### config.mk
export PLATFORM = sky130hd
export DESIGN_NAME = pihc_cell
export DESIGN_NICKNAME = d
export VERILOG_FILES = /design/src/design/pihc_pkg.sv /design/src/design/pihc_cell.sv
export SDC_FILE = /design/constraint.sdc
export NUM_CORES = 1
export LEC_CHECK = 0
export ABC_AREA = 0
export ABC_CLOCK_PERIOD_IN_PS = 12500
export BUFFER_PORTS_ARGS = -buffer_cell sky130_fd_sc_hd__buf_2
export CORE_MARGIN = 2
export CORE_UTILIZATION = 56
export CTS_CLUSTER_DIAMETER = 150
export DETAILED_ROUTE_END_ITERATION = 12
export GPL_ROUTABILITY_DRIVEN = 0
export GPL_TIMING_DRIVEN = 1
export PLACE_DENSITY = 0.85
export SYNTH_ARGS = -nofsm -noshare
export SYNTH_HDL_FRONTEND = slang
export SYNTH_SLANG_ARGS = --single-unit
### constraint.sdc
create_clock -name i_clk -period 12.5 [get_ports i_clk]
set_input_delay 1.25 -clock i_clk [delete_from_list [all_inputs] [get_ports i_clk]]
set_output_delay 1.25 -clock i_clk [all_outputs]
set_load 0.02 [all_outputs]
### src/design/pihc_pkg.sv
// Shared types and constants for the padded interval hit counter.
// Used by pihc_head, pihc_cell and padded_interval_hit_counter_top; no dependencies.
`timescale 1ns / 1ps

package pihc_pkg;

    // Field widths fixed by the command and result beats
    localparam int FIELD_BITS = 32;
    localparam int ENTRY_BITS = 10;
    localparam int PAD_BITS   = 20;

    // Defaults for the top-level parameters
    localparam int MAX_INTERVALS_DEF = 1024;
    localparam int COORD_BITS_DEF    = 32;
    localparam int COUNT_BITS_DEF    = 32;

    // Command codes
    typedef enum logic [1:0] {
        CMD_CLEAR  = 2'd0,
        CMD_APPEND = 2'd1,
        CMD_COUNT  = 2'd2,
        CMD_READ   = 2'd3
    } t_cmd;

    // Input beat
    typedef struct packed {
        t_cmd                  command;
        logic [FIELD_BITS-1:0] interval_start;
        logic [FIELD_BITS-1:0] interval_end;
        logic [FIELD_BITS-1:0] read_position;
        logic [ENTRY_BITS-1:0] entry_index;
    } t_cmd_beat;

    // Result beat
    typedef struct packed {
        logic [FIELD_BITS-1:0] entry_start;
        logic [FIELD_BITS-1:0] entry_end;
        logic [FIELD_BITS-1:0] hit_total;
        logic                  entry_valid;
        logic                  table_overflow;
    } t_result_beat;

    // Control part of the token that walks down the cell chain
    typedef struct packed {
        logic vld;       // token carries a command
        t_cmd cmd;
        logic entry_ok;  // read index below the fill level at issue
        logic ovf;       // overflow flag at issue
    } t_tok_ctl;

endpackage

### src/design/pihc_cell.sv
// One interval cell: holds start, end and hit count of one table entry and
// acts on each token as it passes to the next cell. Uses pihc_pkg.
`timescale 1ns / 1ps

module pihc_cell #(
    parameter int CELL_INDEX = 0,
    parameter int COORD_BITS = pihc_pkg::COORD_BITS_DEF,
    parameter int COUNT_BITS = pihc_pkg::COUNT_BITS_DEF,
    parameter int FILL_BITS  = 11,
    parameter int KEY_BITS   = COORD_BITS + 2
) (
    input  logic                            i_clk,
    input  logic                            i_rst_n,
    input  pihc_pkg::t_tok_ctl              i_ctl,
    input  logic [KEY_BITS-1:0]             i_key_a,
    input  logic [KEY_BITS-1:0]             i_key_b,
    input  logic [COUNT_BITS-1:0]           i_hit,
    input  logic [pihc_pkg::ENTRY_BITS-1:0] i_idx,
    input  logic [FILL_BITS-1:0]            i_fill,
    output pihc_pkg::t_tok_ctl              o_ctl,
    output logic [KEY_BITS-1:0]             o_key_a,
    output logic [KEY_BITS-1:0]             o_key_b,
    output logic [COUNT_BITS-1:0]           o_hit,
    output logic [pihc_pkg::ENTRY_BITS-1:0] o_idx,
    output logic [FILL_BITS-1:0]            o_fill
);

    localparam int IW = (pihc_pkg::ENTRY_BITS > FILL_BITS) ? pihc_pkg::ENTRY_BITS : FILL_BITS;

    // Entry state
    logic [COORD_BITS-1:0] r_start, n_start;
    logic [COORD_BITS-1:0] r_end, n_end;
    logic [COUNT_BITS-1:0] r_hit, n_hit;

    // Token toward the next cell
    pihc_pkg::t_tok_ctl              r_ctl;
    logic [KEY_BITS-1:0]             r_key_a, n_key_a;
    logic [KEY_BITS-1:0]             r_key_b, n_key_b;
    logic [COUNT_BITS-1:0]           r_hit_tok, n_hit_tok;
    logic [pihc_pkg::ENTRY_BITS-1:0] r_idx;
    logic [FILL_BITS-1:0]            r_fill;

    logic                loaded;
    logic                own_slot;
    logic                selected;
    logic                in_window;
    logic [KEY_BITS-1:0] start_k;
    logic [KEY_BITS-1:0] end_k;

    assign loaded    = (FILL_BITS'(CELL_INDEX) < i_fill);
    assign own_slot  = (i_fill == FILL_BITS'(CELL_INDEX));
    assign selected  = (IW'(i_idx) == IW'(CELL_INDEX));
    assign start_k   = KEY_BITS'(r_start);
    assign end_k     = KEY_BITS'(r_end);
    assign in_window = ($signed(start_k) <= $signed(i_key_a))
                    && ($signed(end_k) >= $signed(i_key_b));

    // Act on the passing token
    always_comb begin
        n_start   = r_start;
        n_end     = r_end;
        n_hit     = r_hit;
        n_key_a   = i_key_a;
        n_key_b   = i_key_b;
        n_hit_tok = i_hit;
        if (i_ctl.vld) begin
            case (i_ctl.cmd)
                pihc_pkg::CMD_APPEND: begin
                    if (own_slot) begin
                        n_start = i_key_a[COORD_BITS-1:0];
                        n_end   = i_key_b[COORD_BITS-1:0];
                        n_hit   = '0;
                    end
                end
                pihc_pkg::CMD_COUNT: begin
                    // saturate at all ones
                    if (loaded && in_window && (r_hit != '1)) begin
                        n_hit = r_hit + COUNT_BITS'(1);
                    end
                end
                pihc_pkg::CMD_READ: begin
                    if (selected && i_ctl.entry_ok) begin
                        n_key_a   = start_k;
                        n_key_b   = end_k;
                        n_hit_tok = r_hit;
                    end
                end
                default: begin
                end
            endcase
        end
    end

    // Advance token control
    always_ff @(posedge i_clk) begin
        if (!i_rst_n) begin
            r_ctl <= '0;
        end else begin
            r_ctl <= i_ctl;
        end
    end

    // Entry state and token payload
    always_ff @(posedge i_clk) begin
        r_start   <= n_start;
        r_end     <= n_end;
        r_hit     <= n_hit;
        r_key_a   <= n_key_a;
        r_key_b   <= n_key_b;
        r_hit_tok <= n_hit_tok;
        r_idx     <= i_idx;
        r_fill    <= i_fill;
    end

    assign o_ctl   = r_ctl;
    assign o_key_a = r_key_a;
    assign o_key_b = r_key_b;
    assign o_hit   = r_hit_tok;
    assign o_idx   = r_idx;
    assign o_fill  = r_fill;

endmodule

=== Yosys cells after proc, flatten, opt, wreduce, memory -nomap -nowiden ===
Index checks and enable logic that the tools add are counted.

* Input bits: 128
* Latch bits: 0
* ROM bits: 0
* RAM bits: 0
* Memories: 0
* Word-level logic and storage cells: 43
* Output and inout bits: 126
* Bits in registers: 222

* Equal/unequal tests: 6
* Reduce and logical (&&, ||, !) cells: 9
* Mux-type cells: 12
* Multiply operators: 0
* Divide/modulo/power cells: 0
* Bitwise gates (word level): 0
* Shift-type cells: 0
* Add/sub/neg operators: 1
* $lt $le $gt $ge: 3

{| class="wikitable"
|+ Operator list
! kind !! count
|-
| $mux 34 || 6
|-
| $mux 32 || 5
|-
| $pmux 32 s2 || 1
|-
| $ge 33x34->1 || 1
|-
| $le 33x34->1 || 1
|-
| $add 32x1->32 const B || 1
|-
| $ne 32x32->1 const B || 1
|-
| $logic_not 11->1 || 1
|-
| $lt 1x11->1 const A || 1
|-
| $logic_not 10->1 || 1
|-
| $eq 2x2->1 const B || 2
|-
| $logic_and 1x1->1 || 4
|-
| $ne 2x2->1 const B || 2
|-
| $reduce_and 4->1 || 1
|-
| $reduce_and 3->1 || 1
|-
| $eq 2x1->1 const B || 1
|-
| $reduce_bool 2->1 || 1
|}

=== Longest topological paths before layout ===
* Depth in word-level cells: 6
* Gate-level depth with buffers: 8

=== Least setup slack after synthesis ===
No wires, ideal clock.

* Path type: input to register
* From: in i_fill[1]
* To: reg r_hit[0] (enable)
* Data required time: 12039 ps
* Stages on the path: 4
* Setup time: 461 ps
* Arrival time: 8102 ps
* Setup slack: 3937 ps
* Cells stage by stage: or4_1 > nor4_2 > nor4b_1 > nor3_1

* Longest elaborated chain between the ends: 5

{| class="wikitable"
|+ Ends and longest elaborated chain
! element !! RTL line !! text
|-
| from (decl) || pihc_cell.sv:19 || <nowiki>input logic [FILL_BITS-1:0] i_fill,</nowiki>
|-
| $lt 1x11->1 || pihc_cell.sv:50 || <nowiki>assign loaded = (FILL_BITS'(CELL_INDEX) < i_fill);</nowiki>
|-
| $logic_and 1x1->1 (2 in a row) || pihc_cell.sv:77 || <nowiki>if (loaded && in_window && (r_hit != '1)) begin</nowiki>
|-
| $ne 2x2->1 (no line) || -- ||
|-
| $reduce_and 4->1 (no line) (*) || -- ||
|-
| to (signal assigned) || pihc_cell.sv:107 || <nowiki>r_hit <= n_hit;</nowiki>
|-
| to (decl) || pihc_cell.sv:33 || <nowiki>logic [COUNT_BITS-1:0] r_hit, n_hit;</nowiki>
|}

Every way passes the cells marked *; elsewhere a longest branch is shown, timed or not.
A chain may end at the register's enable or synchronous reset.

=== Worst setup path in the final report ===
* From: in i_fill[1]
* To: reg r_hit[14] (enable)

Same word-level chain as after synthesis.

==> flow_summary.html <==
<table>
<tr><th>Metric</th><th>Value</th></tr>
<tr><th colspan="2">Floorplan</th></tr>
<tr><td>Effective utilization at floorplan</td><td>between 50% and 60%</td></tr>
<tr><td>Die X</td><td>131 um</td></tr>
<tr><td>DIE AREA</td><td>approximately 0.017 mm^2</td></tr>
<tr><td>Num rows</td><td>46</td></tr>
<tr><td>Area of the core</td><td>roughly 0.016 mm^2</td></tr>
<tr><td>Boundary Pins</td><td>approximately 250</td></tr>
<tr><td>Vertical die dimension</td><td>roughly 130 um</td></tr>
<tr><th colspan="2">Clock network</th></tr>
<tr><td>Clock transition at the register clock pins on the worst setup and hold paths after CTS</td><td>around 0.06 ns</td></tr>
<tr><td>Number of gates resized after CTS</td><td>0</td></tr>
<tr><td>Buffers inserted during post-CTS setup optimization</td><td>0</td></tr>
<tr><td>Number of hold-repair buffers added at the cts stage</td><td>0</td></tr>
<tr><td>Maximum buffer depth of the clock tree</td><td>3</td></tr>
<tr><td>Total number of clock tree sinks</td><td>222</td></tr>
<tr><td>Buffer type at the clock tree root</td><td>clkbuf_16</td></tr>
<tr><td>Clock insertion delay at the later pin of the skew report</td><td>~0.50 ns</td></tr>
<tr><td>Clock buffers created by TritonCTS</td><td>22</td></tr>
<tr><td>Clock tree from TritonCTS</td><td>yes</td></tr>
<tr><td>H-tree Lvls</td><td>1</td></tr>
<tr><th colspan="2">Status</th></tr>
<tr><td>Result of the run</td><td>completed</td></tr>
<tr><th colspan="2">Drt</th></tr>
<tr><td>Pre-antenna DRT Iters</td><td>5</td></tr>
<tr><td>Final ANT Viol Nets</td><td>0</td></tr>
<tr><td>Via count normalized by instance count</td><td>5.17</td></tr>
<tr><td>Routed WL</td><td>roughly 19000 um</td></tr>
<tr><td>Drt first-iter violations</td><td>290</td></tr>
<tr><td>Wirelength per Cell</td><td>~16 um</td></tr>
<tr><td>Drt drc</td><td>0</td></tr>
<tr><td>Total via count after detailed routing</td><td>6232</td></tr>
<tr><th colspan="2">Final layout</th></tr>
<tr><td>Number of nets in the layout</td><td>1165</td></tr>
<tr><td>Commonest cells after routing, fill and taps aside</td><td>buf_2 (253), dfxtp_1 (126), edfxtp_1 (96)</td></tr>
<tr><td>Utilization of the core after routing</td><td>70.9%</td></tr>
<tr><td>Register area</td><td>around 0.0054 mm^2</td></tr>
<tr><td>Ratio of cells with drive above 1 in the final layout</td><td>approximately a third</td></tr>
<tr><td>Commonest non-fill, non-tap cell in the layout</td><td>buf_2</td></tr>
<tr><td>Area occupied by multi-input gates</td><td>around 0.0033 mm^2</td></tr>
<tr><td>Total of fill cells in the finished design</td><td>~1100</td></tr>
<tr><td>Growth of design area from synthesis to finish</td><td>23.9%</td></tr>
<tr><th colspan="2">Placement</th></tr>
<tr><td>Number of port buffers</td><td>around 250</td></tr>
<tr><td>Post-detailed-placement half-perimeter wirelength</td><td>13900 um</td></tr>
<tr><td>Place WS</td><td>8.29 ns</td></tr>
<tr><th colspan="2">Synth</th></tr>
<tr><td>Net count of the mapped netlist</td><td>about 900</td></tr>
<tr><td>Number of distinct library cell variants in the gate-level netlist after synthesis</td><td>around 50</td></tr>
<tr><td>Cell area after synthesis</td><td>0.00909 mm^2</td></tr>
<tr><td>Share of synthesized area occupied by flip-flops and latches</td><td>59.4%</td></tr>
<tr><td>Multiplexer share of the synthesized area</td><td>approximately an eighth</td></tr>
<tr><td>Main combinational cell family by area after synthesis</td><td>multiplexers</td></tr>
<tr><td>Yosys warning total</td><td>0</td></tr>
<tr><td>Fraction of synthesis flops using an asynchronous set or reset pin</td><td>0%</td></tr>
<tr><td>Primary FF master, synth</td><td>dfxtp_1</td></tr>
<tr><td>Post-synthesis compound-gate area fraction</td><td>roughly 4.6%</td></tr>
<tr><td>Simple-gate area share of the yosys netlist</td><td>~9.0%</td></tr>
<tr><td>Cells after Synth</td><td>between 700 and 800</td></tr>
<tr><td>Synth Area in Adders</td><td>8.94%</td></tr>
<tr><td>Number of enable-type register cells in the synthesized netlist</td><td>96</td></tr>
<tr><td>Register bit total from synthesis</td><td>~220</td></tr>
<tr><td>Mean instance size in the synthesized netlist</td><td>around 13 um^2</td></tr>
<tr><td>Xor and xnor fraction of the mapped netlist area</td><td>2.31%</td></tr>
<tr><th colspan="2">Timing</th></tr>
<tr><td>Skew final</td><td>around 0.016 ns</td></tr>
<tr><td>Final number of hold-violating endpoints</td><td>0</td></tr>
<tr><td>Tcrit/Tclk final</td><td>30.0%</td></tr>
<tr><td>Max_slew headroom</td><td>around a fifth</td></tr>
<tr><td>Final Max Tran Viols</td><td>0</td></tr>
<tr><td>Fin worst setup slack</td><td>a little under 9 ns</td></tr>
<tr><td>Unrepaired setup endpoints after global routing</td><td>no</td></tr>
<tr><td>Final critical delay including setup and external delays</td><td>around 3.7 ns</td></tr>
<tr><td>Slew of the pin with the lowest slew margin</td><td>about 1.2 ns</td></tr>
<tr><td>Number of failing setup endpoints in the final timing report</td><td>0</td></tr>
<tr><td>Maximum clock frequency</td><td>approximately 270 MHz</td></tr>
<tr><td>Post-Route Setup TNS</td><td>0 ns</td></tr>
<tr><th colspan="2">Setup path</th></tr>
<tr><td>Slowest stage cell, crit path</td><td>buf_4</td></tr>
<tr><td>Number of buffers and inverters on the critical path</td><td>3</td></tr>
<tr><td>Series of cell instances along the critical path</td><td>buf_2, or4_1, nor4_4, buf_4, nor2_1, o21ai_0, a21oi_1, nor3_2, buf_4</td></tr>
<tr><td>Top fanout value on the critical path</td><td>67</td></tr>
<tr><td>Setup slack, reg-to-reg</td><td>approximately 9.7 ns</td></tr>
<tr><td>Required time of the critical path</td><td>12.64 ns</td></tr>
<tr><td>Kind of start point of the critical path</td><td>primary input</td></tr>
<tr><td>Count of cells along the worst register-to-register path</td><td>8</td></tr>
<tr><td>Setup CP Type</td><td>in -&gt; reg</td></tr>
<tr><td>Largest delay share family, worst path</td><td>buffers and inverters</td></tr>
<tr><td>Worst setup EP type</td><td>flop</td></tr>
<tr><td>Critical R2R Capture</td><td>r_hit[14]</td></tr>
<tr><td>Dominant cell type by count on the critical path</td><td>buf_4</td></tr>
<tr><td>Crit-path max cell delay</td><td>0.71 ns</td></tr>
<tr><td>Startpoint of the most critical register-to-register path</td><td>r_start[31]</td></tr>
<tr><td>Worst endpoint data arrival time</td><td>between 3 and 4 ns</td></tr>
<tr><th colspan="2">Global routing</th></tr>
<tr><td>Antenna violations before repair</td><td>2</td></tr>
<tr><td>Pin count of the biggest net entering global routing</td><td>about 70</td></tr>
<tr><td>Overall overflow remaining after global route</td><td>0</td></tr>
<tr><td>Aggregate global-route resource usage</td><td>between 20% and 30%</td></tr>
<tr><td>Global-route wire length before repair</td><td>30900 um</td></tr>
<tr><td>Vias in the first global route</td><td>roughly 6300</td></tr>
<tr><th colspan="2">Power and ir drop</th></tr>
<tr><td>IR drop worst, VDD</td><td>between 0.1 and 0.15 mV</td></tr>
<tr><td>Static leakage power</td><td>about 5.0 nW</td></tr>
<tr><td>Pwr per Cell Area</td><td>between 100 and 150 mW/mm^2</td></tr>
<tr><th colspan="2">Worst hold path</th></tr>
<tr><td>Classification of the worst-slack hold path</td><td>reg -&gt; reg</td></tr>
<tr><td>Worst Hold Launch</td><td>r_start[31]</td></tr>
<tr><td>Count of cells along the worst hold path</td><td>1</td></tr>
<tr><td>End point of the most critical hold path</td><td>o_key_a[31]</td></tr>
<tr><th colspan="2">Job</th></tr>
<tr><td>Reported max-cap violation count</td><td>0</td></tr>
</table>
[cell families after synthesis]
group,Yosys count
compound gates,69
xor+xnor,24
buf+inv,81
mux,94
simple gates,151
flops,222
fa+ha+maj,65
[per-stage QoR]
step / std cells / power, mW / hold slack (ns) / cell area (um^2)
6_report: 1205 / 1.55 / 0.483 / 11300
5_1_grt: 1204 / 1.61 / 0.491 / 11300
4_1_cts: 1203 / 1.57 / 0.473 / 11300
3_5_place_dp: 1164 / 0.924 / 0.475 / 10600
3_3_place_gp: 1164 / 0.920 / 0.468 / 10600
2_1_floorplan: 706 / 0.865 / 0.457 / 9090
[routing by layer]
layer / share of wire (%) / vias up / global-route usage, % / routed length, um
met5: 0 / - / 0 / 0
met4: 2.0 / 0 / 6.64 / 377
met3: 6.6 / 29 / 4.59 / 1270
met2: 49 / 219 / 37.7 / 9430
met1: 43 / 2919 / 27.3 / 8210
li1: - / 3065 / - / -
[Yosys cell counts, drive strengths merged (7+ instances only)]
| cell | count | area, um^2 |
|---|---|---|
| mux2 | 94 | 1060 |
| dfxtp | 126 | 2520 |
| a21oi | 29 | 145 |
| ha | 65 | 813 |
| and4 | 7 | 61.3 |
| inv | 66 | 248 |
| nand3 | 15 | 80.1 |
| nor2 | 34 | 128 |
| and2 | 15 | 95.1 |
| edfxtp | 96 | 2880 |
| o21ai | 15 | 75.1 |
| or3 | 7 | 43.8 |
| nand4 | 17 | 106 |
| nand2 | 30 | 113 |
| buf | 10 | 103 |
| xor2 | 18 | 158 |
[power breakdown]
group	internal (mW)	switching (mW)	total [mW]
Sequential	0.778	0.00714	0.785
Combinational	0.0513	0.0723	0.124
Clock	0.381	0.264	0.646
Total	1.21	0.344	1.55
[worst reg2reg max path, cell delays in order (launching register included)]
cell and delay [ns]:
edfxtp_1 0.38, ha_1 0.30, nor4bb_1 0.46, nand4_1 0.26, nand3b_1 0.23, o31ai_1 0.11, a31oi_1 0.16, nor3_2 0.19
buf_4 0.39
[sequential cells by signal, summed over array words and instances, names as in the netlist]
signal / flops
o_ctl: 5
o_fill: 11
o_hit: 32
o_idx: 10
o_key_a: 34
o_key_b: 34
r_end: 32
r_hit: 32
r_start: 32
[worst max path at each step]
stage	from	endpoint	slack (ns)	cells past startpoint
3_5_place_dp	i_fill[1]	r_hit[13]	8.29	9
5_1_grt	i_fill[1]	r_hit[17]	8.55	9
2_1_floorplan	i_fill[1]	r_hit[0]	3.94	4
6_report	i_fill[1]	r_hit[14]	8.76	9
4_1_cts	i_fill[1]	r_hit[14]	8.75	9
3_3_place_gp	i_fill[1]	r_hit[11]	8.34	9
[layout make-up]
cell class,instances,share of cell area [%]
flip-flops and latches,222,48.0
multi-input cells,403,29.6
repair buffers,257,11.5
clock buffers,33,5.80
well taps,216,2.40
inverters,66,2.20
clock inverters,6,0.522
diodes,2,0.0444
Power figures use the tool's default switching activity.
