## src/design/pihc_pkg.sv

```systemverilog
// Shared types and constants for the padded interval hit counter.
// Used by pihc_head, pihc_cell and padded_interval_hit_counter_top; no dependencies.
`timescale 1ns / 1ps

package pihc_pkg;

    // Field widths fixed by the command and result beats
    localparam int FIELD_BITS = 32;
    localparam int ENTRY_BITS = 10;
    localparam int PAD_BITS   = 20;

    // Defaults for the top-level parameters
    localparam int MAX_INTERVALS_DEF = 1024;
    localparam int COORD_BITS_DEF    = 32;
    localparam int COUNT_BITS_DEF    = 32;

    // Command codes
    typedef enum logic [1:0] {
        CMD_CLEAR  = 2'd0,
        CMD_APPEND = 2'd1,
        CMD_COUNT  = 2'd2,
        CMD_READ   = 2'd3
    } t_cmd;

    // Input beat
    typedef struct packed {
        t_cmd                  command;
        logic [FIELD_BITS-1:0] interval_start;
        logic [FIELD_BITS-1:0] interval_end;
        logic [FIELD_BITS-1:0] read_position;
        logic [ENTRY_BITS-1:0] entry_index;
    } t_cmd_beat;

    // Result beat
    typedef struct packed {
        logic [FIELD_BITS-1:0] entry_start;
        logic [FIELD_BITS-1:0] entry_end;
        logic [FIELD_BITS-1:0] hit_total;
        logic                  entry_valid;
        logic                  table_overflow;
    } t_result_beat;

    // Control part of the token that walks down the cell chain
    typedef struct packed {
        logic vld;       // token carries a command
        t_cmd cmd;
        logic entry_ok;  // read index below the fill level at issue
        logic ovf;       // overflow flag at issue
    } t_tok_ctl;

endpackage

```

## src/design/pihc_head.sv

```systemverilog
// Command head of the padded interval hit counter: fill level, overflow flag,
// padding register, and the token launched into the cell chain. Uses pihc_pkg.
`timescale 1ns / 1ps

module pihc_head #(
    parameter int MAX_INTERVALS = pihc_pkg::MAX_INTERVALS_DEF,
    parameter int COORD_BITS    = pihc_pkg::COORD_BITS_DEF,
    parameter int FILL_BITS     = $clog2(MAX_INTERVALS + 1),
    parameter int KEY_BITS      = COORD_BITS + 2
) (
    input  logic                              i_clk,
    input  logic                              i_rst_n,
    input  logic                              i_start,
    input  pihc_pkg::t_cmd_beat               i_cmd,
    input  logic                              i_cfg_we,
    input  logic [pihc_pkg::PAD_BITS-1:0]     i_cfg_wdata,
    output logic                              o_busy,
    output pihc_pkg::t_tok_ctl                o_ctl,
    output logic [KEY_BITS-1:0]               o_key_a,
    output logic [KEY_BITS-1:0]               o_key_b,
    output logic [pihc_pkg::ENTRY_BITS-1:0]   o_idx,
    output logic [FILL_BITS-1:0]              o_fill
);

    localparam int IW = (pihc_pkg::ENTRY_BITS > FILL_BITS) ? pihc_pkg::ENTRY_BITS : FILL_BITS;

    logic                            r_ready;
    logic [pihc_pkg::PAD_BITS-1:0]   r_pad;
    logic [FILL_BITS-1:0]            r_fill, n_fill;
    logic                            r_ovf, n_ovf;
    pihc_pkg::t_tok_ctl              r_ctl, n_ctl;
    logic [KEY_BITS-1:0]             r_key_a, n_key_a;
    logic [KEY_BITS-1:0]             r_key_b, n_key_b;
    logic [pihc_pkg::ENTRY_BITS-1:0] r_idx;
    logic [FILL_BITS-1:0]            r_fill_tok;

    logic                  accept;
    logic                  full;
    logic [KEY_BITS-1:0]   pos_k;
    logic [KEY_BITS-1:0]   pad_k;

    assign accept = i_start && r_ready;
    assign full   = (r_fill == FILL_BITS'(MAX_INTERVALS));
    assign pos_k  = KEY_BITS'(COORD_BITS'(i_cmd.read_position));
    assign pad_k  = KEY_BITS'(r_pad);

    // Update table bookkeeping and build the outgoing token
    always_comb begin
        n_fill  = r_fill;
        n_ovf   = r_ovf;
        n_key_a = '0;
        n_key_b = '0;
        case (i_cmd.command)
            pihc_pkg::CMD_CLEAR: begin
                if (accept) begin
                    n_fill = '0;
                    n_ovf  = 1'b0;
                end
            end
            pihc_pkg::CMD_APPEND: begin
                n_key_a = KEY_BITS'(COORD_BITS'(i_cmd.interval_start));
                n_key_b = KEY_BITS'(COORD_BITS'(i_cmd.interval_end));
                if (accept) begin
                    if (!full) begin
                        n_fill = r_fill + FILL_BITS'(1);
                    end else begin
                        n_ovf = 1'b1;
                    end
                end
            end
            pihc_pkg::CMD_COUNT: begin
                // padded window test becomes start <= pos+pad and end >= pos-pad
                n_key_a = pos_k + pad_k;
                n_key_b = pos_k - pad_k;
            end
            default: begin
            end
        endcase
        n_ctl.vld      = accept;
        n_ctl.cmd      = i_cmd.command;
        n_ctl.entry_ok = (IW'(i_cmd.entry_index) < IW'(r_fill));
        n_ctl.ovf      = r_ovf;
    end

    // Hold control state
    always_ff @(posedge i_clk) begin
        if (!i_rst_n) begin
            r_ready <= 1'b0;
            r_pad   <= '0;
            r_fill  <= '0;
            r_ovf   <= 1'b0;
            r_ctl   <= '0;
        end else begin
            r_ready <= 1'b1;
            if (i_cfg_we) begin
                r_pad <= i_cfg_wdata;
            end
            r_fill <= n_fill;
            r_ovf  <= n_ovf;
            r_ctl  <= n_ctl;
        end
    end

    // Token payload
    always_ff @(posedge i_clk) begin
        r_key_a    <= n_key_a;
        r_key_b    <= n_key_b;
        r_idx      <= i_cmd.entry_index;
        r_fill_tok <= r_fill;
    end

    assign o_busy  = !r_ready;
    assign o_ctl   = r_ctl;
    assign o_key_a = r_key_a;
    assign o_key_b = r_key_b;
    assign o_idx   = r_idx;
    assign o_fill  = r_fill_tok;

`ifndef SYNTHESIS
    a_fill_bound: assert property (@(posedge i_clk) disable iff (!i_rst_n)
        r_fill <= FILL_BITS'(MAX_INTERVALS))
        else $error("fill level beyond table size");

    a_clear: assert property (@(posedge i_clk) disable iff (!i_rst_n)
        accept && i_cmd.command == pihc_pkg::CMD_CLEAR |=> r_fill == '0 && !r_ovf)
        else $error("clear did not empty the table");

    a_full_drop: assert property (@(posedge i_clk) disable iff (!i_rst_n)
        accept && i_cmd.command == pihc_pkg::CMD_APPEND && full |=> r_ovf && $stable(r_fill))
        else $error("append to full table not dropped");
`endif

endmodule

```

## config.mk

```make
export PLATFORM = sky130hd
export DESIGN_NAME = pihc_head
export DESIGN_NICKNAME = d
export VERILOG_FILES = /design/src/design/pihc_pkg.sv /design/src/design/pihc_head.sv
export SDC_FILE = /design/constraint.sdc
export NUM_CORES = 1
export LEC_CHECK = 0
export ABC_CLOCK_PERIOD_IN_PS = 3400
export BUFFER_PORTS_ARGS = -buffer_cell sky130_fd_sc_hd__buf_2
export CAP_MARGIN = 20
export CORE_ASPECT_RATIO = 1.5
export CORE_MARGIN = 5
export CORE_UTILIZATION = 50
export DETAILED_ROUTE_END_ITERATION = 10
export PLACE_DENSITY = 0.79
export SYNTH_ARGS = -nofsm -noshare
export SYNTH_HDL_FRONTEND = slang
export SYNTH_SLANG_ARGS = --single-unit
```

## constraint.sdc

```tcl
create_clock -name i_clk -period 3.4 [get_ports i_clk]
set_input_delay 0.51 -clock i_clk [delete_from_list [all_inputs] [get_ports i_clk]]
set_output_delay 0.51 -clock i_clk [all_outputs]
set_load 0.02 [all_outputs]
```

Word-level counts from Yosys, hierarchy flattened
Cells that the tools add are included.
- word-level logic and storage cells: 40
- output and inout port bits: 95
- register bits after elaboration: 127
- add/sub/neg operators: 3
- reductions and logical operators: 6
- multiplexer cells: 11
- equal/unequal tests: 7
- $lt $le $gt $ge: 1
- operators by type and width (operator ; count):
    $pmux 34 s2 ; 1
    $pmux 33 s2 ; 1
    $add 32x20->33 ; 1
    $mux 11 ; 3
    $sub 32x20->33 ; 1
    $pmux 11 s2 ; 1
    $add 11x1->11 const B ; 1
    $eq 11x11->1 const B ; 1
    $lt 10x11->1 ; 1
    $ne 2x2->1 const B ; 4
    $reduce_and 4->1 ; 2
    $mux 1 ; 4
    $eq 2x1->1 const B ; 1
    $eq 2x2->1 const B ; 1
    $logic_not 2->1 ; 1
    $pmux 1 s2 ; 1
    $reduce_bool 2->1 ; 1
    $logic_and 1x1->1 ; 1
    $logic_not 1->1 ; 1

Longest topological paths before layout
Gate-level depths: netlist of run 1.
- depth after elaboration: 4
- mapped depth: 11
- mapped depth without buffers: 11

Worst setup path before layout of run 1
OpenSTA, ideal clock, no wires.
- kind: input to register
- from: in i_cmd[18] in the netlist's numbering
- to: reg r_key_a[29], in the netlist o_key_a[29]
- buffers on the path: 1
- arrival: 2.674 ns
- slack: 0.653 ns
- library setup time: 0.073 ns
- stages on the path: 10
- cell sequence: ha_1 -> buf_6 -> or3_4 -> nor3_2 -> o21a_2 -> o21a_4 -> o211ai_2 -> a31o_2 -> or4_4 -> o211ai_2
- word-level cells in the longest chain between the ends: 2
- ends and longest elaborated chain (what ; line ; source):
    from (decl) ; pihc_head.sv:14 ; input pihc_pkg::t_cmd_beat i_cmd,
    $add 32x20->33 ; pihc_head.sv:73 ; n_key_a = pos_k + pad_k;
    $pmux 33 s2 ; pihc_head.sv:53 ; case (i_cmd.command)
    named net n_key_a[29] ; pihc_head.sv:32 ; logic [KEY_BITS-1:0] r_key_a, n_key_a;
    to (signal assigned) ; pihc_head.sv:106 ; r_key_a <= n_key_a;
    to (decl) ; pihc_head.sv:32 ;
The timed path passes the listed nets, and every way through them passes these cells.
A chain may end at the register's enable or synchronous reset.

Worst setup path in the final report of run 1
- from: reg r_pad[0] in the netlist's numbering
- to: reg r_key_a[30], in the netlist o_key_a[30]
- word-level cells in the longest chain between the ends: 2
- ends and longest elaborated chain (what ; line ; source):
    from (decl) ; pihc_head.sv:28 ; logic [pihc_pkg::PAD_BITS-1:0] r_pad;
    from (signal assigned) ; pihc_head.sv:96 ; r_pad <= i_cfg_wdata;
    $add 32x20->33 ; pihc_head.sv:73 ;
    $pmux 33 s2 ; pihc_head.sv:53 ;
    named net n_key_a[30] ; pihc_head.sv:32 ;
The timed path passes the listed nets, and every way through them passes these cells.

==> results of run 1 <==
[kinds of logic (layout without fill, tap and decap cells)]
group | count (synthesis) | count (layout) | share of synthesized area (%)
adder cells (fa/ha/maj) | 56 | 56 | 10.03
other | 1 | 3 | 0.05254
AND/OR/NAND/NOR | 289 | 289 | 20.47
XOR/XNOR | 48 | 48 | 5.890
multiplexers | 21 | 21 | 2.945
AO/OA/AOI/OAI | 215 | 215 | 19.72
flip-flops | 125 | 125 | 35.06
buffers and inverters | 105 | 330 | 5.837
[flip-flops by register name (all words and copies together), names as in the netlist]
name,flops
o_key_b,33
o_key_a,33
r_ovf,1
o_fill,11
o_ctl,5
r_fill,11
o_idx,10
r_pad,20
r_ready,1
[per-layer routing]
metal  GRT usage (%)  part of all wire, %  vias to the layer above
li1                -                    -                     3434
met1           24.53                   34                     3217
met2           48.84                   54                      287
met3           7.346                  7.6                       71
met4           12.94                  4.5                        8
met5               0                 0.19                        -
[path summary, 6_finish.rpt]
kind | from | endpoint | slack (ns) | depth (start not counted)
setup / recovery | r_pad[0] | o_key_a[30] | 0.40 | 11
hold / removal | i_cmd[0] | o_idx[0] | 0.20 | 1
setup reg to reg | r_pad[0] | o_key_a[30] | 0.40 | 11
hold reg to reg | r_fill[6] | o_fill[6] | 0.38 | 0
[critical path, cell delays in order (launching register included)]
cell and delay [ns]:
dfxtp_1 0.36, ha_1 0.18, inv_1 0.06, fa_1 0.41, o21bai_1 0.16, a21oi_1 0.12, o21ai_0 0.28, nand2_1 0.12
a21oi_2 0.37, a211oi_1 0.27, or4_1 0.53, nand3_1 0.08
[through the flow]
stage / setup slack, ns / total power, W / hold slack [ns]
2_1_floorplan: 0.6528 / 0.002193 / 0.3506
3_3_place_gp: 0.3290 / 0.002510 / 0.3676
3_5_place_dp: 0.2456 / 0.002520 / 0.3745
4_1_cts: 0.4564 / 0.004357 / 0.1847
5_1_grt: 0.1828 / 0.004524 / 0.1861
6_report: 0.4006 / 0.004338 / 0.2037
[area by class of cell]
class                           count  area (µm²)  share of cell area, %
Clock inverter                     15       168.9                  1.873
Inverter                           57       214.0                  2.372
Multi-Input combinational cell    630        4219                  46.78
Sequential cell                   125        2502                  27.75
Antenna cell                        2       5.005                0.05549
Tap cell                          192       240.2                  2.664
Clock buffer                       17       425.4                  4.717
Timing Repair Buffer              241        1244                  13.79
[power by group through the flow]
| stage | combinational [W] | sequential [W] | clock (W) |
|---|---|---|---|
| 2_1_floorplan | 0.000499 | 0.00169 | 0 |
| 3_3_place_gp | 0.000901 | 0.00161 | 0 |
| 3_5_place_dp | 0.000909 | 0.00161 | 0 |
| 4_1_cts | 0.000914 | 0.00158 | 0.00186 |
| 5_1_grt | 0.000997 | 0.00159 | 0.00194 |
| 6_report | 0.000914 | 0.00158 | 0.00185 |
[placed cells by master, fill, tap and decap left out, types with 5 or more instances in the layout]
cell type    n
or4_1        8
buf_2      226
nand2_1     81
nor2b_1     43
or3_1        8
ha_1        54
and3_1       7
inv_8        5
nor2_1      51
inv_6        6
nor3_1      23
a21boi_0     6
nand4_1      9
dfxtp_1    125
o31ai_1      5
buf_4       15
xnor2_1     40
nand3_1     21
o21bai_1    10
clkbuf_16   17
a31oi_1      9
o21ai_0     56
mux2i_1     21
inv_1       56
and2_1       5
a22oi_1     19
nor4_1       9
a21o_1      10
nand2b_1    11
xor2_1       8
a32oi_1      5
a21oi_1     50
==> metrics.cfg, run 1 <==
[yosys]
synth_area_per_cell_um2=8.300
synth_top_area_share_pct=35.06
netlist_area_um2=7138
syn_inst=860
seq_area_frac_synth_pct=35.06
mappedNetlistNets=1048
yosysMostFrequentCell=dfxtp_1
async_flop_share_pct=0
synth_enable_flop_cells=0
synthTopCellsByArea=dfxtp_1, ha_1, xnor2_1, nand2_1, o21ai_0
synth_area_leader_cell=dfxtp_1
synth_ff_type=dfxtp_1
yosys-top-cells-count=dfxtp_1, nand2_1, inv_1, o21ai_0, ha_1
synth_cell_type_count=69
ys_ff_latch=125
ys_warn_count=0

[final_layout]
areaGrowthSynthToFinish_pct=26.35
fill_cells=1279
nNetsFinal=1260
layout-drive-gt1-share_pct=26.82
fin_util_pct=64.46
fin_cells=1279
stdcell_area_um2=9019

[pwr]
leakage_nw=4.098
ir_worst_vdd_mv=0.3806
internal_power_w=0.002957
power.switching_w=0.001381
switching_share_pct=31.83
combPwrFrac_pct=21.1
power_frac_clock_pct=42.5
p_per_area_nw_per_um2=481.0
p_seq_share_pct=36.4

[timing]
finalHoldViolations=0
rsz0062_at_grt=false
slew-limit-headroom_pct=45.25
worstMarginPinSlew_ns=0.8138
max_clock_freq_mhz=333.4
setup_viol=0
finalClockSkew_ns=0.008225
timing.final.crit_share_pct=88.22
min_period_ns=2.999
drv_slew=0
timing.setup.tns_ns=0

[clocking]
cts.path.max_buffers=2
postCtsHoldBufs=0
cts_resized=0
cts_tree=yes
postCtsSetupBuffers=0
cts_root_buffer=clkbuf_16
clk_pin_slew_worst_paths_ns=0.07
cts_num_sinks=125
clk_latency_ns=0.41
cts_made_buffers=17
cts_max_level=4

[drt]
routed-via-count=7017
via_per_inst=5.486
drt-initial-drc-count=304
ant_nets=0
drc_errors=0
wire_per_inst_um=17.23
totalWireLength_mm=22.04
dr.pass1.iters=5

[floorplanning]
die-area_um2=16810
io_pins=227
die_w_um=107.6
coreArea_um2=13990
start_util_pct=51.01
core.rowCount=53
fp.dieH_um=156.3

[critical_path]
required_ns=3.75
crit_arrival_ns=3.35
startpoint_type=flip-flop
worstSetupPathType=reg2reg
worstSetupEndpointType=flip-flop
path_max_fanout=6

[global_route]
track_usage_pct=25.63
grt_start_max_net_pins=47
grt_pass1_wl_mm=34.16
grt_pass1_vias=7063
grt.overflow.total=0
antenna_found_initial=5

[outcome]
outcome=completed

[placement]
gp_congestion=0.9506
place_inst=1245
dp_hpwl_mm=17.57
place.port_buffers=225
placed_area_um2=8419

[hold_path]
min_path_type=in2reg

[run]
cap_violations=0

Power figures use the tool's default switching activity.
==> run 2: changes to the inputs <==
--- a/config.mk
+++ b/config.mk
@@ -13,6 +13,7 @@
 export CORE_UTILIZATION = 50
 export DETAILED_ROUTE_END_ITERATION = 10
 export PLACE_DENSITY = 0.79
+export REMOVE_ABC_BUFFERS = 1
 export SYNTH_ARGS = -nofsm -noshare
 export SYNTH_HDL_FRONTEND = slang
 export SYNTH_SLANG_ARGS = --single-unit
==> metrics.cfg, run 2 (synthesized netlist as in run 1, its figures left out) <==
[outcome]
outcome=completed

[clocking]
cts_made_buffers=17
cts_tree=yes
cts.path.max_buffers=2
clk_latency_ns=0.41
cts_num_sinks=125
cts_root_buffer=clkbuf_16
postCtsSetupBuffers=0
cts_resized=0
postCtsHoldBufs=0
cts_max_level=4
clk_pin_slew_worst_paths_ns=0.06

[global_route]
antenna_found_initial=3
grt_pass1_wl_mm=34.38
grt_pass1_vias=6976
track_usage_pct=25.61
grt.overflow.total=0
grt_start_max_net_pins=47

[final_layout]
stdcell_area_um2=9047
areaGrowthSynthToFinish_pct=26.75
layout-drive-gt1-share_pct=26.89
fill_cells=1279
layout_common_cells=buf_2, dfxtp_1, nand2_1, inv_1, o21ai_0
fin_cells=1279
mostFrequentLayoutCell=buf_2
nNetsFinal=1261
fin_util_pct=64.66

[timing]
timing.final.crit_share_pct=88.19
worstMarginPinSlew_ns=0.6686
finalClockSkew_ns=0.01317
timing.setup.tns_ns=0
setup_viol=0
min_period_ns=2.998
finalHoldViolations=0
max_clock_freq_mhz=333.5
drv_slew=0
rsz0062_at_grt=false
slew-limit-headroom_pct=55.43

[drt]
totalWireLength_mm=21.84
wire_per_inst_um=17.07
via_per_inst=5.496
routed-via-count=7030
drc_errors=0
dr.pass1.iters=7
ant_nets=0
drt-initial-drc-count=327

[placement]
place.port_buffers=225
dp_hpwl_mm=17.27
placed_area_um2=8442
place_inst=1246
gp_congestion=0.9060

[floorplanning]
fp.dieH_um=156.3
die-area_um2=16810
die_w_um=107.6
core.rowCount=53
io_pins=227
start_util_pct=51.01
coreArea_um2=13990

[critical_path]
rr_worst_depth=11
required_ns=3.75
crit_start=r_pad[0]
crit_arrival_ns=3.35
worstSetupPathType=reg2reg
path_cells=ha_1, inv_1, fa_1, o21bai_1, a21oi_1, o21ai_0, nand2_1, a21oi_2, a211oi_1, or4_1, nand3_1
path_max_fanout=6
startpoint_type=flip-flop
worstSetupEndpointType=flip-flop
cp-endpoint=o_key_a[30]
critPathSlowestCell=or4_1
r2r-end=o_key_a[30]
rr_startpoint=r_pad[0]
reg2reg_slack_ns=0.40
max_stage_delay_ns=0.50

[hold_path]
min_path_type=in2reg

[run]
cap_violations=0

[pwr]
ir_worst_vdd_mv=0.3181
p_per_area_nw_per_um2=478.4
leakage_nw=4.090

[run 2: changes by cell type in the layout (fill, tap and decap cells not counted)]
cell,change
inv_6,-4
inv_8,-5
clkinvlp_4,+6
bufinv_16,+1
buf_12,+1
clkinv_8,-1
buf_2,-1
clkbuf_8,+3
diode_2,-1
buf_4,+1
[run 2: per-layer routing]
metal / vias to the layer above / GRT usage (%) / routed length, µm / part of all wire (%)
met3: 57 / 6.810 / 1783 / 8.2
li1: 3431 / - / - / -
met4: 4 / 10.89 / 737 / 3.4
met5: - / 0 / 20 / 0.092
met2: 300 / 46.83 / 11290 / 52
met1: 3238 / 27.43 / 8010 / 37
[run 2: power breakdown]
part	internal (W)	total, W	switching (W)
Clock	0.00114	0.00184	0.000694
Combinational	0.000358	0.000914	0.000556
Sequential	0.00155	0.00158	0.0000306
Total	0.00305	0.00433	0.00128
[run 2: worst min-delay path by stage]
stage,slack (ns),to,cells past startpoint,start
6_report,0.22,o_idx[0],1,i_cmd[0]
5_1_grt,0.21,o_idx[7],1,i_cmd[7]
4_1_cts,0.20,o_idx[7],1,i_cmd[7]
3_5_place_dp,0.36,o_fill[6],0,r_fill[6]
3_3_place_gp,0.36,o_fill[9],0,r_fill[9]
2_1_floorplan,0.35,o_fill[9],0,r_fill[9]
[run 2: stage by stage]
stage               power, W  worst slack [ns]  hold slack [ns]
floorplan           0.002163            0.6504           0.3506
global placement    0.002505            0.2756           0.3586
detailed placement  0.002517            0.2173           0.3650
CTS                 0.004346            0.4583           0.2048
global route        0.004519            0.1283           0.2091
finish              0.004328            0.4017           0.2157
[run 2: cell type report]
cell class	count	area (µm²)	area share [%]
antenna	1	2.502	0.02766
clock buffer	20	466.7	5.158
clock inverter	12	136.4	1.507
inverter	57	214.0	2.365
multi-input combinational	630	4219	46.63
sequential	125	2502	27.66
tap	192	240.2	2.655
timing repair buffer	242	1266	14.00
[run 2: critical path: cells and delay by family, from the launching register on]
family,cells,cell delay [ns]
AND/OR/NAND/NOR,3,0.69
flip-flops,1,0.37
adder cells (fa/ha/maj),2,0.59
AO/OA/AOI/OAI,5,1.21
buffers and inverters,1,0.06
==> run 3: changes to the inputs <==
--- a/config.mk
+++ b/config.mk
@@ -10,10 +10,9 @@
 export CAP_MARGIN = 20
 export CORE_ASPECT_RATIO = 1.5
 export CORE_MARGIN = 5
-export CORE_UTILIZATION = 50
+export CORE_UTILIZATION = 52
 export DETAILED_ROUTE_END_ITERATION = 10
-export PLACE_DENSITY = 0.79
-export REMOVE_ABC_BUFFERS = 1
+export PLACE_DENSITY = 0.81
 export SYNTH_ARGS = -nofsm -noshare
 export SYNTH_HDL_FRONTEND = slang
 export SYNTH_SLANG_ARGS = --single-unit
==> metrics.cfg, run 3 (synthesized netlist as in run 1, its figures left out) <==
[critical_path]
reg2reg_slack_ns=0.37
max_stage_delay_ns=0.49
rr_worst_depth=11
cp_num_cells=11
crit_buf_inv=1
startpoint_type=flip-flop
cp-endpoint=o_key_a[26]
crit_arrival_ns=3.39
crit_start=r_pad[0]
path_cells=ha_1, inv_1, fa_1, o21bai_1, a21oi_1, o21ai_0, nand2_1, a21oi_2, a31oi_1, or4_1, nand3_1
rr_startpoint=r_pad[0]
path_max_fanout=6
critPathSlowestCell=or4_1
r2r-end=o_key_a[26]
required_ns=3.76
worstSetupEndpointType=flip-flop
worstSetupPathType=reg2reg
critPathTopFamily=compound AO/OA/AOI/OAI gates

[timing]
drv_slew=0
min_period_ns=3.031
max_clock_freq_mhz=330.0
setup_viol=0
worstMarginPinSlew_ns=0.9401
finalClockSkew_ns=0.008143
timing.final.crit_share_pct=89.14
slew-limit-headroom_pct=36.75
finalHoldViolations=0
rsz0062_at_grt=false
timing.setup.tns_ns=0

[drt]
routed-via-count=7043
via_per_inst=5.643
ant_nets=0
drt-initial-drc-count=318
dr.pass1.iters=5
wire_per_inst_um=17.58
totalWireLength_mm=21.94
drc_errors=0

[global_route]
use_met2_pct=49.12
antenna_found_initial=2
grt_pass1_vias=7103
grt_pass1_wl_mm=34.77
track_usage_pct=26.59
use_met3_pct=7.886
grt-busiest-layer=met2
grt_start_max_net_pins=47
grt.overflow.total=0
met1_usage_pct=26.31

[final_layout]
fin_util_pct=66.73
fin_cells=1248
mostFrequentLayoutCell=buf_2
layout_common_cells=buf_2, dfxtp_1, nand2_1, inv_1, o21ai_0
layout-drive-gt1-share_pct=26.89
nNetsFinal=1261
areaGrowthSynthToFinish_pct=25.91
fill_cells=1206
diodes=0

[clocking]
clk_latency_ns=0.42
clk_pin_slew_worst_paths_ns=0.07
cts_num_sinks=125
cts_root_buffer=clkbuf_16
cts_max_level=4
postCtsHoldBufs=0
postCtsSetupBuffers=0
cts_resized=0
cts_made_buffers=17
cts_tree=yes
cts.path.max_buffers=2

[placement]
dp_hpwl_mm=17.54
gp_congestion=0.9521
place.port_buffers=225
place_inst=1216

[hold_path]
min_path_type=in2reg

[floorplanning]
fp.dieH_um=153.5
io_pins=227
die_w_um=105.7
start_util_pct=53.00
die-area_um2=16220
core.rowCount=52
coreArea_um2=13470

[pwr]
ir_worst_vdd_mv=0.4121
p_per_area_nw_per_um2=479.9
leakage_nw=4.096

[run]
cap_violations=0

[outcome]
outcome=completed

-- run 3: metrics by stage --
stage          instance area [µm²]  setup slack [ns]  total power (W)  hold WS, ns
4_1_cts                       8987            0.4379         0.004341       0.1854
6_report                      8987            0.3694         0.004313       0.1997
2_1_floorplan                 7138            0.6528         0.002193       0.3506
3_3_place_gp                  8392            0.2648         0.002508       0.3575
5_1_grt                       8987            0.1717         0.004518       0.1817
3_5_place_dp                  8392            0.1765         0.002519       0.3594
-- run 3: cell type report --
| cell class | instances | area (µm²) | area share [%] |
|---|---|---|---|
| multi-input cells | 630 | 4219 | 46.94 |
| flip-flops and latches | 125 | 2502 | 27.84 |
| repair buffers | 242 | 1254 | 13.95 |
| clock buffers | 17 | 425.4 | 4.733 |
| inverters | 57 | 214.0 | 2.381 |
| well taps | 162 | 202.7 | 2.255 |
| clock inverters | 15 | 170.2 | 1.893 |
-- run 3: worst min-delay path by stage --
stage	startpoint	end	slack [ns]	cells past startpoint
final	i_cmd[7]	o_idx[7]	0.20	1
after floorplan	r_fill[9]	o_fill[9]	0.35	0
after detailed placement	r_fill[9]	o_fill[9]	0.36	0
after CTS	i_cmd[5]	o_idx[5]	0.19	1
after global placement	r_fill[9]	o_fill[9]	0.36	0
after global routing	i_cmd[7]	o_idx[7]	0.18	1
-- run 3: layer usage --
layer	part of all wire [%]	routed length (µm)	up-vias
li1	-	-	3426
met1	35	7595	3242
met2	53	11530	296
met3	7.8	1704	75
met4	4.9	1081	4
met5	0.11	25	-
-- run 3: report_power, final --
group,internal (W),switching [W],leakage (nW)
Clock,0.00105,0.000772,0.288
Combinational,0.000359,0.000557,2.78
Sequential,0.00155,0.0000301,1.03
Total,0.00295,0.00136,4.10
